--- config.mk ---
export PLATFORM = sky130hd
export DESIGN_NAME = ceb_out
export DESIGN_NICKNAME = d
export VERILOG_FILES = /design/src/rtl/ceb_pkg.sv /design/src/rtl/ceb_out.sv
export SDC_FILE = /design/constraint.sdc
export NUM_CORES = 1
export LEC_CHECK = 0
export BUFFER_PORTS_ARGS = -buffer_cell sky130_fd_sc_hd__buf_2
export CAP_MARGIN = 20
export CORE_UTILIZATION = 44
export DETAILED_ROUTE_END_ITERATION = 6
export GPL_ROUTABILITY_DRIVEN = 0
export MAX_ROUTING_LAYER = met4
export PLACE_DENSITY = 0.8
export SLEW_MARGIN = 5
export SYNTH_ARGS = -nofsm -noshare
export SYNTH_HDL_FRONTEND = slang
export SYNTH_SLANG_ARGS = --single-unit
--- constraint.sdc ---
create_clock -name clk -period 2.9 [get_ports clk]
set_input_delay 0.435 -clock clk [delete_from_list [all_inputs] [get_ports clk]]
set_output_delay 0.435 -clock clk [all_outputs]
set_load 0.02 [all_outputs]
--- src/rtl/ceb_pkg.sv ---
package ceb_pkg;

    localparam int TIME_W    = 50;
    localparam int WIN_W     = 32;
    localparam int THR_W     = 16;
    localparam int E_W       = 16;
    localparam int PRIO_W    = 8;
    localparam int MOD_W     = 4;
    localparam int CNT_W     = 7;
    localparam int CFG_W     = 32;
    localparam int CFG_IDX_W = 2;

    localparam logic [CNT_W-1:0] COUNT_SAT = CNT_W'(64);

    // configuration register indexes
    localparam logic [CFG_IDX_W-1:0] REG_TIME_WINDOW  = 2'd0;
    localparam logic [CFG_IDX_W-1:0] REG_FISSION_THR  = 2'd1;
    localparam logic [CFG_IDX_W-1:0] REG_ONLY_FISSION = 2'd2;

    localparam logic [WIN_W-1:0] TIME_WINDOW_RST = 32'd1000000;
    localparam logic [THR_W-1:0] FISSION_THR_RST = 16'd1500;

    // opcodes
    localparam logic OP_HIT   = 1'b0;
    localparam logic OP_FLUSH = 1'b1;

    // module numbers with a meaning of their own
    localparam logic [MOD_W-1:0] MOD_SI_FRONT  = 4'd0;
    localparam logic [MOD_W-1:0] MOD_SI_BACK   = 4'd1;
    localparam logic [MOD_W-1:0] MOD_GAMMA_HI  = 4'd4;
    localparam logic [MOD_W-1:0] MOD_NEUTRON_HI = 4'd9;

    typedef enum logic [2:0] {
        CLS_FRONT,
        CLS_BACK,
        CLS_GAMMA,
        CLS_NEUTRON,
        CLS_OTHER
    } cls_t;

    // decoded input transaction
    typedef struct packed {
        logic              op;
        logic [TIME_W-1:0] t;
        cls_t              cls;
        logic              trig;
        logic [PRIO_W-1:0] prio;
        logic [E_W-1:0]    energy;
    } item_t;

    // one buffered hit
    typedef struct packed {
        logic [TIME_W-1:0] t;
        cls_t              cls;
        logic              trig;
        logic [PRIO_W-1:0] prio;
        logic [E_W-1:0]    energy;
    } hit_t;

    typedef struct packed {
        logic [TIME_W-1:0] t;
        logic [PRIO_W-1:0] id;
        logic [CNT_W-1:0]  nf;
        logic [CNT_W-1:0]  nb;
        logic [CNT_W-1:0]  ns;
        logic [CNT_W-1:0]  ng;
        logic [CNT_W-1:0]  nn;
        logic              fis;
        logic              trunc;
    } res_t;

    // engine to output stage
    typedef struct packed {
        logic res_valid;
        logic item_end;
    } out_ctl_t;

    typedef enum logic [3:0] {
        ST_IDLE,
        ST_TO_CHECK,
        ST_EV_SCAN,
        ST_PQ_CHECK,
        ST_WRITE,
        ST_FLUSH,
        ST_DONE,
        ST_C_START,
        ST_C_HEADW,
        ST_C_SCAN,
        ST_C_FIN
    } state_t;

    function automatic logic [CNT_W-1:0] sat_inc(input logic [CNT_W-1:0] c);
        return (c < COUNT_SAT) ? c + CNT_W'(1) : COUNT_SAT;
    endfunction

endpackage

--- src/rtl/ceb_out.sv ---
module ceb_out
    import ceb_pkg::*;
(
    input  logic              clk,
    input  logic              rst_n,
    input  out_ctl_t          ctl,
    input  res_t              res,
    output logic              out_ready,
    output logic              out_valid,
    input  logic              out_stall,
    output logic [TIME_W-1:0] event_time,
    output logic [PRIO_W-1:0] event_trigger_id,
    output logic [CNT_W-1:0]  si_front_count,
    output logic [CNT_W-1:0]  si_back_count,
    output logic [CNT_W-1:0]  si_count,
    output logic [CNT_W-1:0]  gamma_count,
    output logic [CNT_W-1:0]  neutron_count,
    output logic              fission_flag,
    output logic              truncated,
    output logic              last_of_run
);

    // one result is held back until it is known whether it is the last
    res_t hold_reg;
    logic hold_valid_reg, hold_valid_next;
    res_t obuf_reg;
    logic olast_reg;
    logic ov_reg, ov_next;
    logic out_free, load;

    assign out_free  = !ov_reg || !out_stall;
    assign out_ready = !hold_valid_reg || out_free;
    assign load      = hold_valid_reg && (ctl.res_valid || ctl.item_end);

    always_comb
    begin
        hold_valid_next = hold_valid_reg;
        ov_next         = ov_reg && out_stall;
        if (ctl.res_valid)
            hold_valid_next = 1'b1;
        else if (ctl.item_end)
            hold_valid_next = 1'b0;
        if (load)
            ov_next = 1'b1;
    end

    always_ff @(posedge clk or negedge rst_n)
    begin
        if (!rst_n)
        begin
            hold_valid_reg <= 1'b0;
            ov_reg         <= 1'b0;
        end
        else
        begin
            hold_valid_reg <= hold_valid_next;
            ov_reg         <= ov_next;
        end
    end

    always_ff @(posedge clk)
    begin
        if (load)
        begin
            obuf_reg  <= hold_reg;
            olast_reg <= ctl.item_end;
        end
        if (ctl.res_valid)
            hold_reg <= res;
    end

    assign out_valid        = ov_reg;
    assign event_time       = obuf_reg.t;
    assign event_trigger_id = obuf_reg.id;
    assign si_front_count   = obuf_reg.nf;
    assign si_back_count    = obuf_reg.nb;
    assign si_count         = obuf_reg.ns;
    assign gamma_count      = obuf_reg.ng;
    assign neutron_count    = obuf_reg.nn;
    assign fission_flag     = obuf_reg.fis;
    assign truncated        = obuf_reg.trunc;
    assign last_of_run      = olast_reg;

endmodule

==> key figures <==
Outcome
  • Status: completed

Synth
  • Post-synth cell types: 6
  • Syn Inst Count: 198
  • Avg Synthesized Cell Area: 29.38 µm²
  • Ys Warns: 0
  • Register area share after synthesis: 99.46%
  • Post-synthesis net count: 298
  • Flops & latches, synth: 193
  • Cell Area, Synth: 5817 µm²

Placement
  • PortBufs: 197
  • Area after DPL: 7083 µm²
  • DP HPWL: 6373 µm
  • Placed instance count: 571

Route
  • DR WL/cell: 15.08 µm
  • Initial DRT Pass Iterations: 4
  • DR DRC count: 0
  • Final wirelength: 9110 µm
  • Iteration-0 DRC Markers: 186
  • Final ANT Viol Nets: 0
  • Total number of vias: 2643
  • Mean number of vias per cell: 4.376

Cells and area
  • Most frequent cells in the layout: buf_2 (196), edfxtp_1 (191), clkbuf_16 (17)
  • Commonest non-fill, non-tap cell in the layout: buf_2
  • Max FFs per register: 95
  • Synth-to-layout area growth: 31.28%
  • # diodes: 0
  • Cell area after layout: 7636 µm²
  • Finished Layout Cells: 604
  • Final-stage net count: 519
  • Share of layout cells above drive strength 1: 53.01%

Setup path
  • Startpoint types: register
  • Reg2reg path depth: 2
  • CP max FO: 3
  • Critical Path AT: 1.07 ns
  • CP Capture Type: output port
  • Crit path kind: reg2out
  • Critical path required time: 2.47 ns

STA
  • Worst slew pin tran: 0.5460 ns
  • Final hold violation count: 0
  • Slew Viols, Final: 0
  • Fmax: 665.1 MHz
  • Final period utilization: 51.85%
  • Worst hold slack: 0.1900 ns
  • Final Critical Period: 1.504 ns
  • Clock skew: 0.005486 ns
  • Worst slew margin: 63.60%
  • RSZ-0062 raised after global routing: false
  • Final Setup Violations: 0
  • Total negative slack: 0 ns

Die
  • Die Span X: 117.0 µm
  • Die H: 117.0 µm
  • Core footprint: 12770 µm²
  • IO Count: 198
  • Row Count: 41
  • Die ar.: 13680 µm²
  • Initial Util: 45.54%

Job
  • Max-cap viol count: 0

Worst hold path
  • Type of the most critical hold path: in2reg
  • Worst hold path cell count: 1

Global routing
  • Met3 global-route usage: 5.252%
  • Grt ovf: 0
  • GRT busiest layer: met2
  • First-pass GRT wire length: 12970 µm
  • Met1 Usage GRT: 15.54%
  • Grt met2 use: 22.33%
  • Vias in the first global route: 2627
  • GRT Overall Usage: 14.13%
  • Largest net degree at the start of global routing: 97
  • Initial antenna violation count: 0

Power and ir drop
  • Leak: 0.002981 µW
  • Pwr Total: 5918 µW
  • Maximum VDD drop: 0.4248 mV
  • Power per cell area: 775.0 nW/µm²

Clock tree
  • Root Buffer: clkbuf_16
  • Reg clk slew, reported paths: 0.06 ns
  • CTS Buffer Depth: 2
  • CTS H-tree lvls: 4
  • Num CTS Buffers: 17
  • Post-CTS setup buffers: 0
  • CTS tree: built
  • Clock Latency Late Sink: 0.41 ns
  • Clock sink count: 193
metrics by stage:
stage	util (%)	worst slack, ns
2_1_floorplan	-	0.7865
3_3_place_gp	55.45	1.405
3_5_place_dp	55.45	1.352
4_1_cts	59.78	1.373
5_1_grt	59.78	1.342
6_report	59.78	1.396
routing by layer:
layer	wire (µm)	vias to the layer above
li1	-	1249
met1	3605	1259
met2	4663	122
met3	672	13
met4	169	0
met5	0	-
cells in the mapped netlist:
cell type	count	area, µm²
nand3_1	1	5.000
edfxtp_1	191	5736
o21a_1	1	7.510
inv_1	1	3.750
dfrtp_1	2	50.05
a21o_1	2	15.01
worst paths after layout:
check,endpoint,from,slack [ns]
worst min register to register,event_time[44]$_DFFE_PP_,hold_reg[89]$_DFFE_PP_,0.42
worst max register to register,neutron_count[0]$_DFFE_PP_,hold_valid_reg$_DFFE_PN0P_,1.52
max in group asynchronous,out_valid$_DFF_PN0_,rst_n,2.49
worst max-delay path,out_ready,hold_valid_reg$_DFFE_PN0P_,1.40
min in group asynchronous,hold_valid_reg$_DFFE_PN0P_,rst_n,0.32
worst min-delay path,hold_reg[20]$_DFFE_PP_,res[20],0.19
timing repair:
action,4_1_cts,5_1_grt
hold buffers,1,0
endpoints found under the hold margin,2,0
gates resized for setup,0,0
power by group:
part           switching, µW  internal [µW]
Combinational            279            136
Sequential              57.3           3340
Clock                    930           1180
Total                   1270           4650
final cells by class:
type                    count  area, µm²
clock buffers              18      429.2
flip-flops and latches    193       5786
multi-input cells           4      35.03
well taps                 172      215.2
clock inverters            14      113.9
fillers                   900       5137
inverters                   1      3.754
repair buffers            202       1054
worst max-delay path, cell delays in order (launching register included):
cell     delay (ns)
dfrtp_1        0.41
nand3_1        0.08
buf_2          0.17
logic make-up after synthesis:
| group | synth area share, % |
|---|---|
| flops | 99.46 |
| compound gates | 0.3872 |
| simple gates | 0.08596 |
| buf+inv | 0.06447 |
Note: power is estimated with default switching activity, not from simulation.
