### src/rtl/ceb_pkg.sv
package ceb_pkg;

    localparam int TIME_W    = 50;
    localparam int WIN_W     = 32;
    localparam int THR_W     = 16;
    localparam int E_W       = 16;
    localparam int PRIO_W    = 8;
    localparam int MOD_W     = 4;
    localparam int CNT_W     = 7;
    localparam int CFG_W     = 32;
    localparam int CFG_IDX_W = 2;

    localparam logic [CNT_W-1:0] COUNT_SAT = CNT_W'(64);

    // configuration register indexes
    localparam logic [CFG_IDX_W-1:0] REG_TIME_WINDOW  = 2'd0;
    localparam logic [CFG_IDX_W-1:0] REG_FISSION_THR  = 2'd1;
    localparam logic [CFG_IDX_W-1:0] REG_ONLY_FISSION = 2'd2;

    localparam logic [WIN_W-1:0] TIME_WINDOW_RST = 32'd1000000;
    localparam logic [THR_W-1:0] FISSION_THR_RST = 16'd1500;

    // opcodes
    localparam logic OP_HIT   = 1'b0;
    localparam logic OP_FLUSH = 1'b1;

    // module numbers with a meaning of their own
    localparam logic [MOD_W-1:0] MOD_SI_FRONT  = 4'd0;
    localparam logic [MOD_W-1:0] MOD_SI_BACK   = 4'd1;
    localparam logic [MOD_W-1:0] MOD_GAMMA_HI  = 4'd4;
    localparam logic [MOD_W-1:0] MOD_NEUTRON_HI = 4'd9;

    typedef enum logic [2:0] {
        CLS_FRONT,
        CLS_BACK,
        CLS_GAMMA,
        CLS_NEUTRON,
        CLS_OTHER
    } cls_t;

    // decoded input transaction
    typedef struct packed {
        logic              op;
        logic [TIME_W-1:0] t;
        cls_t              cls;
        logic              trig;
        logic [PRIO_W-1:0] prio;
        logic [E_W-1:0]    energy;
    } item_t;

    // one buffered hit
    typedef struct packed {
        logic [TIME_W-1:0] t;
        cls_t              cls;
        logic              trig;
        logic [PRIO_W-1:0] prio;
        logic [E_W-1:0]    energy;
    } hit_t;

    typedef struct packed {
        logic [TIME_W-1:0] t;
        logic [PRIO_W-1:0] id;
        logic [CNT_W-1:0]  nf;
        logic [CNT_W-1:0]  nb;
        logic [CNT_W-1:0]  ns;
        logic [CNT_W-1:0]  ng;
        logic [CNT_W-1:0]  nn;
        logic              fis;
        logic              trunc;
    } res_t;

    // engine to output stage
    typedef struct packed {
        logic res_valid;
        logic item_end;
    } out_ctl_t;

    typedef enum logic [3:0] {
        ST_IDLE,
        ST_TO_CHECK,
        ST_EV_SCAN,
        ST_PQ_CHECK,
        ST_WRITE,
        ST_FLUSH,
        ST_DONE,
        ST_C_START,
        ST_C_HEADW,
        ST_C_SCAN,
        ST_C_FIN
    } state_t;

    function automatic logic [CNT_W-1:0] sat_inc(input logic [CNT_W-1:0] c);
        return (c < COUNT_SAT) ? c + CNT_W'(1) : COUNT_SAT;
    endfunction

endpackage

### src/rtl/ceb_front.sv
module ceb_front
    import ceb_pkg::*;
(
    input  logic              clk,
    input  logic              rst_n,
    input  logic              in_valid,
    output logic              in_stall,
    input  logic              opcode,
    input  logic [TIME_W-1:0] hit_time,
    input  logic [MOD_W-1:0]  hit_module,
    input  logic              trigger_flag,
    input  logic [PRIO_W-1:0] trigger_priority,
    input  logic [E_W-1:0]    hit_energy,
    output logic              q_valid,
    output item_t             q_item,
    input  logic              q_pop
);

    item_t      buf_reg [2];
    logic       wr_ptr_reg, wr_ptr_next;
    logic       rd_ptr_reg, rd_ptr_next;
    logic [1:0] cnt_reg, cnt_next;
    logic       push;
    item_t      dec;
    cls_t       cls;

    // classify module number
    always_comb
    begin
        if (hit_module == MOD_SI_FRONT)
            cls = CLS_FRONT;
        else if (hit_module == MOD_SI_BACK)
            cls = CLS_BACK;
        else if (hit_module <= MOD_GAMMA_HI)
            cls = CLS_GAMMA;
        else if (hit_module <= MOD_NEUTRON_HI)
            cls = CLS_NEUTRON;
        else
            cls = CLS_OTHER;
    end

    assign dec = '{op: opcode, t: hit_time, cls: cls, trig: trigger_flag,
                   prio: trigger_priority, energy: hit_energy};

    assign in_stall = (cnt_reg == 2'd2);
    assign push     = in_valid && !in_stall;
    assign q_valid  = (cnt_reg != 2'd0);
    assign q_item   = buf_reg[rd_ptr_reg];

    // two-entry transaction queue pointers
    always_comb
    begin
        wr_ptr_next = push ? ~wr_ptr_reg : wr_ptr_reg;
        rd_ptr_next = q_pop ? ~rd_ptr_reg : rd_ptr_reg;
        cnt_next    = cnt_reg + 2'(push) - 2'(q_pop);
    end

    always_ff @(posedge clk or negedge rst_n)
    begin
        if (!rst_n)
        begin
            wr_ptr_reg <= 1'b0;
            rd_ptr_reg <= 1'b0;
            cnt_reg    <= 2'd0;
        end
        else
        begin
            wr_ptr_reg <= wr_ptr_next;
            rd_ptr_reg <= rd_ptr_next;
            cnt_reg    <= cnt_next;
        end
    end

    always_ff @(posedge clk)
    begin
        if (push)
            buf_reg[wr_ptr_reg] <= dec;
    end

endmodule

### config.mk
export PLATFORM = sky130hd
export DESIGN_NAME = ceb_front
export DESIGN_NICKNAME = d
export VERILOG_FILES = /design/src/rtl/ceb_pkg.sv /design/src/rtl/ceb_front.sv
export SDC_FILE = /design/constraint.sdc
export NUM_CORES = 1
export LEC_CHECK = 0
export BUFFER_PORTS_ARGS = -buffer_cell sky130_fd_sc_hd__buf_2
export CAP_MARGIN = 20
export CORE_MARGIN = 1
export CORE_UTILIZATION = 47
export DETAILED_ROUTE_END_ITERATION = 7
export MAX_ROUTING_LAYER = met4
export PLACE_DENSITY = 0.79
export SYNTH_ARGS = -nofsm -noshare
export SYNTH_HDL_FRONTEND = slang
export SYNTH_SLANG_ARGS = --single-unit
### constraint.sdc
create_clock -name clk -period 4.1 [get_ports clk]
set_input_delay 0.41 -clock clk [delete_from_list [all_inputs] [get_ports clk]]
set_output_delay 0.41 -clock clk [all_outputs]
set_load 0.05 [all_outputs]
==> results of run 1 <==
critical path, stage by stage, from the launching register on:
cell and delay, ns:
dfrtp_4 0.92, buf_12 0.38, mux2_4 0.34, buf_2 0.21
cell type report:
| class | count | area share (%) |
|---|---|---|
| flip-flops and latches | 162 | 61.4 |
| multi-input cells | 96 | 16.7 |
| repair buffers | 169 | 11.2 |
| clock buffers | 19 | 5.48 |
| well taps | 176 | 2.79 |
| clock inverters | 13 | 2.34 |
| inverters | 2 | 0.0950 |
Yosys cell counts:
cell,instances
dfrtp_1,4
xor2_1,1
buf_12,8
buf_6,1
edfxtp_1,158
or2_2,1
nor2b_1,1
nor2_1,2
ha_1,2
mux2_4,79
nand2_1,1
a211oi_1,1
xnor2_1,3
nor3_1,2
nand2b_1,1
o21a_1,1
and3_1,1
inv_1,2
layout by cell type (no fill, tap or decap), types with 2 or more instances in the layout:
| cell type | Yosys | final |
|---|---|---|
| clkinvlp_4 | 0 | 4 |
| edfxtp_1 | 158 | 158 |
| bufinv_16 | 0 | 4 |
| mux2_4 | 79 | 79 |
| dfrtp_1 | 4 | 3 |
| clkbuf_1 | 0 | 2 |
| xnor2_1 | 3 | 3 |
| clkinv_4 | 0 | 2 |
| buf_2 | 0 | 164 |
| clkbuf_16 | 0 | 17 |
| nor3_1 | 2 | 2 |
| buf_12 | 8 | 2 |
| buf_4 | 0 | 2 |
| ha_1 | 2 | 2 |
| inv_1 | 2 | 2 |
what timing repair did:
action | 4_1_cts | 5_1_grt
hold buffers | 1 | 0
setup buffers | 0 | 0
endpoints found under the hold margin | 4 | 0
metrics by stage:
stage	total power, mW	worst slack, ns	hold WS (ns)	util (%)	instance area, um2
global placement	5.29	1.78	0.219	55.0	7250
detailed placement	5.33	1.78	0.224	55.0	7250
CTS	6.98	1.33	0.163	59.7	7880
global route	7.15	1.27	0.165	59.9	7900
finish	6.91	1.36	0.184	59.9	7900
floorplan	4.95	1.02	0.114	-	6330
power groups by stage:
stage / Clock [mW] / Sequential (mW) / Combinational [mW]
global placement: 0 / 2.50 / 2.78
finish: 1.63 / 2.48 / 2.80
detailed placement: 0 / 2.53 / 2.80
global route: 1.72 / 2.52 / 2.91
CTS: 1.67 / 2.50 / 2.81
floorplan: 0 / 2.39 / 2.56
metal layers:
| layer | global-route usage [%] | routed length (um) | vias to the layer above |
|---|---|---|---|
| met5 | - | 0 | - |
| met4 | 7.45 | 161 | 0 |
| met2 | 28.2 | 5540 | 121 |
| li1 | - | - | 1420 |
| met3 | 4.55 | 615 | 13 |
| met1 | 17.2 | 4260 | 1511 |
final timing paths:
| check | start | end | cells past startpoint |
|---|---|---|---|
| setup / recovery | rd_ptr_reg | q_item[42] | 3 |
| hold / removal | hit_time[14] | buf_reg[1][42] | 1 |
| setup reg to reg | cnt_reg[1] | buf_reg[1][31] | 3 |
| hold reg to reg | cnt_reg[1] | cnt_reg[1] | 1 |
| max in group asynchronous | rst_n | rd_ptr_reg | 2 |
| min in group asynchronous | rst_n | wr_ptr_reg | 2 |
cells by family after synthesis:
logic type	share of synthesized area, %
simple gates	0.731
mux	18.7
buf+inv	2.83
fa+ha+maj	0.395
compound gates	0.237
flops	76.5
xor+xnor	0.553
==> implementation parameters, run 1 <==
Parameter                              Value

Critical path
  Required time of the critical path ... 3.69 ns
  Maximum fanout along the worst path ... 41
  Arr. time, crit path ... 2.33 ns
  Worst setup SP type ... flip-flop
  Class of the most critical setup path ... reg -> out
  Crit end category ... output pin
  Slack of the worst reg-to-reg path ... 2.35 ns

Power and ir drop
  Combinational cell fraction of total power ... 40.5%
  Clock share of power ... 23.5%
  Switching power total ... 2.69 mW
  Worst supply voltage drop on vdd ... 645 uV
  Internal power ... 4.22 mW
  Static power due to leakage ... 3.19 nW
  Sw Share ... 39.0%
  Ratio of total power to cell area ... 874 nW/um2
  Sequential Power Share ... 35.9%

Cells and area
  Fraction of layout instances using a drive strength above 1 ... 60.7%
  FF/Latch Area ... 4850 um2
  Count of non-filler cells in the finished layout ... 637
  Antenna diode instance count ... 0
  Nets@finish ... 534
  Multi-input gate area in the final layout ... 1320 um2
  Fill cell total of the finished layout ... 966
  Area growth syn-to-layout ... 24.8%
  Max FFs per register ... 158

Clock tree
  H-tree levels ... 4
  CTS clock-pin slew for the worst setup and hold paths ... 0.06 ns
  CTS resizes ... 0
  Clock Path Buffers ... 2
  CTS tree ... built
  Count of clock tree sinks ... 162
  Clk root buf ... clkbuf_16
  Clock Latency Late Sink ... 0.41 ns
  Number of buffers created by CTS ... 17

Placed design
  Number of placed instances, taps included ... 603
  Gp weighted congestion ... 0.713
  Number of buffer cells added on primary ports ... 164
  DP HPWL ... 6900 um

Global route
  Sum of overflow across all layers after global routing ... 0
  Antenna violations before repair ... 0
  Largest net degree at the start of global routing ... 80
  Global-route wire length before repair ... 16,200 um
  Total routing resource utilization after global routing ... 16.3%
  Vias in the first global route ... 3,283

Yosys
  Net count after synthesis ... 355
  FF+latch count, synth ... 162
  Leading cell types by total area after synthesis ... edfxtp_1 75%, mux2_4 19%, buf_12 2.5%, dfrtp_1 1.6%, xnor2_1 0.42%
  Warnings from Yosys ... 0
  Fraction of post-synthesis cell area in the top cell type by area ... 74.9%
  Sequential area share after synthesis ... 76.5%
  Yosys top cell by area ... edfxtp_1
  Number of instances in the synthesized netlist ... 269
  Post-Syn Area per Cell ... 23.5 um2
  Number of distinct library cells after synthesis ... 18
  Post-synthesis instance area ... 6330 um2

Floorplan
  Die Ht ... 118 um
  DIE AREA ... 13,900 um2
  Width of the die ... 118 um
  Floorplan Core Area ... 13,200 um2
  Initial core utilization ... 48.0%
  Number of standard-cell rows in the floorplan ... 42
  Number of top-level pins ... 165

Route
  WL per Instance ... 16.6 um
  Initial detailed-routing violation count ... 131
  Post-detailed-route DRC marker count ... 0
  Final routed wirelength across all metal layers ... 10,600 um
  Detailed-route via count ... 3,065
  Pre-Repair DR Iteration Count ... 4
  Post-DRT Antenna Nets ... 0
  Detailed-route vias per instance ... 4.81

Timing
  Pins over their slew limit ... 0
  Final setup violating endpoints ... 0
  Final hold violation count ... 0
  Clock skew after layout ... 0.00560 ns
  Final min period ... 2.74 ns
  Post-route fraction of the period consumed by the critical path ... 66.9%
  Maximum clock rate ... 0.364 GHz
  Setup repair after global routing missed its margin ... no
  Total Negative Setup Slacks ... 0 ns
  Slew headroom ... 47.4%
  Actual transition at the worst max-transition pin ... 0.789 ns

Outcome
  Status ... complete, no violations

Min path
  Hold Path Class ... in -> reg

Job
  Max Cap Viol ... 0
Note: power is estimated with default switching activity, not from simulation.
==> run 2: changes to the inputs <==
Settings changed: ABC_AREA set to 1, CORE_UTILIZATION 47 to 53, PLACE_DENSITY 0.79 to 0.84.
Clock period 4.1 ns to 2.74 ns, I/O delays scaled along.
==> run 2 against run 1 <==
Against the previous run: the run now ends with DRC left; sequential cell count unchanged; area after synthesis up 0.75%; worst hold slack worse by 0.14 ns; sequential power up 43%; critical path depth unchanged.
==> implementation parameters, run 2 <==
Parameter                              Value

Outcome
  Status ... finished, violations left (was complete, no violations)
  Violations in the final reports ... DRC

Job
  Max Cap Viol ... 0 (unchanged)

Critical path
  Arr. time, crit path ... 1.94 ns (was 2.33 ns)
  Worst setup SP type ... flip-flop (unchanged)
  Required time of the critical path ... 2.47 ns (was 3.69 ns)
  Maximum fanout along the worst path ... 80 (was 41)
  Crit end category ... output pin (unchanged)
  Class of the most critical setup path ... reg -> out (unchanged)

Yosys
  Post-synthesis instance area ... 6380 um2 (was 6330 um2)
  Most common cell in the synthesized netlist ... edfxtp_1 (unchanged)
  Top cells by count, synth ... 158 x edfxtp_1, 79 x mux2_4, 9 x nand2_1 (was 158 x edfxtp_1, 79 x mux2_4, 8 x buf_12)
  Warnings from Yosys ... 0 (unchanged)
  Most frequently used flop master after synthesis ... edfxtp_1 (unchanged)
  FF+latch count, synth ... 162 (unchanged)
  Post-Syn Area per Cell ... 22.4 um2 (was 23.5 um2)
  Sequential area share after synthesis ... 76.0% (was 76.5%)
  Number of synthesized flops with an enable pin ... 158 (unchanged)
  Net count after synthesis ... 371 (was 355)
  Number of distinct library cells after synthesis ... 16 (was 18)
  Fraction of synthesis flops using an asynchronous set or reset pin ... 2.47% (unchanged)
  Yosys top cell by area ... edfxtp_1 (unchanged)
  Fraction of post-synthesis cell area in the top cell type by area ... 74.4% (was 74.9%)
  Leading cell types by total area after synthesis ... edfxtp_1 74%, mux2_4 19%, buf_12 2.5%, dfrtp_1 1.6%, nand2_1 0.53% (was edfxtp_1 75%, mux2_4 19%, buf_12 2.5%, dfrtp_1 1.6%, xnor2_1 0.42%)
  Number of instances in the synthesized netlist ... 285 (was 269)

Route
  Final routed wirelength across all metal layers ... 10,400 um (was 10,600 um)
  Detailed-route vias per instance ... 5.06 (was 4.81)
  Post-detailed-route DRC marker count ... 12 (was 0)
  Initial detailed-routing violation count ... 176 (was 131)
  WL per Instance ... 16.7 um (was 16.6 um)
  Detailed-route via count ... 3,148 (was 3,065)
  Pre-Repair DR Iteration Count ... 6 (was 4)
  Post-DRT Antenna Nets ... 0 (unchanged)

Global route
  Antenna violations before repair ... 0 (unchanged)
  Sum of overflow across all layers after global routing ... 0 (unchanged)
  Largest net degree at the start of global routing ... 81 (was 80)
  Total routing resource utilization after global routing ... 18.1% (was 16.3%)
  Global-route wire length before repair ... 16,100 um (was 16,200 um)
  Vias in the first global route ... 3,262 (was 3,283)

Power and ir drop
  Ratio of total power to cell area ... 1280 nW/um2 (was 874 nW/um2)
  Worst supply voltage drop on vdd ... 848 uV (was 645 uV)
  Static power due to leakage ... 3.22 nW (was 3.19 nW)

Cells and area
  Fill cell total of the finished layout ... 754 (was 966)
  FF/Latch Area ... 4850 um2 (unchanged)
  Area growth syn-to-layout ... 22.7% (was 24.8%)
  Layout Cell Area excl Fill ... 7830 um2 (was 7900 um2)
  Multi-input gate area in the final layout ... 1340 um2 (was 1320 um2)
  Top library cells by usage in the layout, fill and taps aside ... 164 x buf_2, 158 x edfxtp_1, 79 x mux2_4 (unchanged)
  Max FFs per register ... 158 (unchanged)
  Fraction of layout instances using a drive strength above 1 ... 58.5% (was 60.7%)
  Commonest non-fill, non-tap cell in the layout ... buf_2 (unchanged)
  Antenna diode instance count ... 0 (unchanged)
  Nets@finish ... 552 (was 534)

Timing
  Final setup violating endpoints ... 0 (unchanged)
  Setup repair after global routing missed its margin ... no (unchanged)
  Final min period ... 2.21 ns
  Pins over their slew limit ... 0 (unchanged)
  Total Negative Setup Slacks ... 0 ns (unchanged)
  Actual transition at the worst max-transition pin ... 0.673 ns (was 0.789 ns)
  Maximum clock rate ... 0.453 GHz
  Final hold violation count ... 0 (unchanged)
  Slew headroom ... 55.1% (was 47.4%)
  Hold Slack ... 0.0463 ns (was 0.184 ns)
  Post-route fraction of the period consumed by the critical path ... 80.6%
  Clock skew after layout ... 0.00454 ns (was 0.00560 ns)

Clock tree
  H-tree levels ... 4 (unchanged)
  Clock Latency Late Sink ... 0.41 ns (about the same)
  Count of clock tree sinks ... 162 (unchanged)
  Clk root buf ... clkbuf_16 (unchanged)
  CTS clock-pin slew for the worst setup and hold paths ... 0.06 ns (about the same)
  Number of buffers created by CTS ... 17 (unchanged)
  CTS tree ... built (unchanged)
  Clock Path Buffers ... 2 (unchanged)

Min path
  Hold Path Class ... in -> reg (unchanged)

Floorplan
  Die Ht ... 112 um (was 118 um)
  Number of top-level pins ... 165 (unchanged)
  Floorplan Core Area ... 11,600 um2 (was 13,200 um2)
  Initial core utilization ... 55.2% (was 48.0%)
  Width of the die ... 112 um (was 118 um)
  Number of standard-cell rows in the floorplan ... 39 (was 42)
  DIE AREA ... 12,500 um2 (was 13,900 um2)

Placed design
  Gp weighted congestion ... 0.710 (was 0.713)
  Number of buffer cells added on primary ports ... 164 (unchanged)
  DP HPWL ... 6900 um (about the same)
  Placed inst area ... 7290 um2 (was 7250 um2)
-- run 2: changes by cell type after synthesis, sizes merged, moves of 2 or more --
cell and delta:
nor3 -2, o21ai +2, nand2 +8, inv +6, xnor2 -2, nand3 +3
nor2 +4
-- run 2: metrics by stage --
step | util [%] | setup slack (ns) | instances | total power [mW]
final | 67.7 | 0.530 | 622 | 9.99
after global routing | 67.7 | 0.480 | 622 | 10.4
after CTS | 67.7 | 0.516 | 622 | 10.1
after detailed placement | 63.0 | 0.950 | 589 | 8.00
after global placement | 63.0 | 0.973 | 589 | 7.91
after floorplan | - | 0.168 | 285 | 7.39
-- run 2: layout make-up --
cell class / instances / share of cell area [%]
sequential: 162 / 61.9
clock inverter: 12 / 1.18
tap: 143 / 2.29
inverter: 8 / 0.400
multi-input combinational: 106 / 17.1
timing repair buffer: 171 / 11.5
clock buffer: 20 / 5.58
-- run 2: worst max-delay path, stage by stage, from the launching register on --
cell     delay, ns
dfrtp_4       0.41
buf_12        0.46
mux2_4        0.36
buf_2         0.21
-- run 2: cells by family (layout without fill, tap and decap cells) --
family                     Yosys count  in the layout  synth area share [%]
AOI/OAI and AO/OA                    3              3                 0.275
xor gates and xnor gates             3              3                 0.412
adders and majority gates            2              2                 0.392
buffers and inverters               17            211                  3.16
DFF                                162            162                  76.0
muxes                               79             79                  18.6
and+or+nand+nor                     19             19                  1.22
-- run 2: routing by layer --
layer	wire, um	track usage (%)	vias up
met3	692	5.23	18
li1	-	-	1469
met4	218	9.01	0
met1	4140	20.1	1534
met5	0	-	-
met2	5350	29.9	127
-- run 2: final timing paths --
kind / start / slack (ns) / to / cells past startpoint
worst min register to register: wr_ptr_reg / 0.49 / wr_ptr_reg / 2
worst max-delay path: rd_ptr_reg / 0.53 / q_item[57] / 3
worst min-delay path: hit_time[4] / 0.05 / buf_reg[1][32] / 1
min in group asynchronous: rst_n / 0.19 / cnt_reg[1] / 2
worst max register to register: cnt_reg[1] / 0.97 / buf_reg[0][54] / 4
max in group asynchronous: rst_n / 2.40 / rd_ptr_reg / 2
-- run 2: timing repair --
item,CTS,global route
hold endpoints to repair,4,0
setup buffers,0,0
resized for setup,0,0
hold buffers,1,0
-- run 2: report_power, final --
| group | total (mW) | leakage (nW) | internal [mW] | switching [mW] |
|---|---|---|---|---|
| sequential | 3.54 | 1.52 | 3.39 | 0.148 |
| clock | 2.09 | 0.250 | 1.23 | 0.856 |
| combinational | 4.37 | 1.46 | 1.39 | 2.98 |
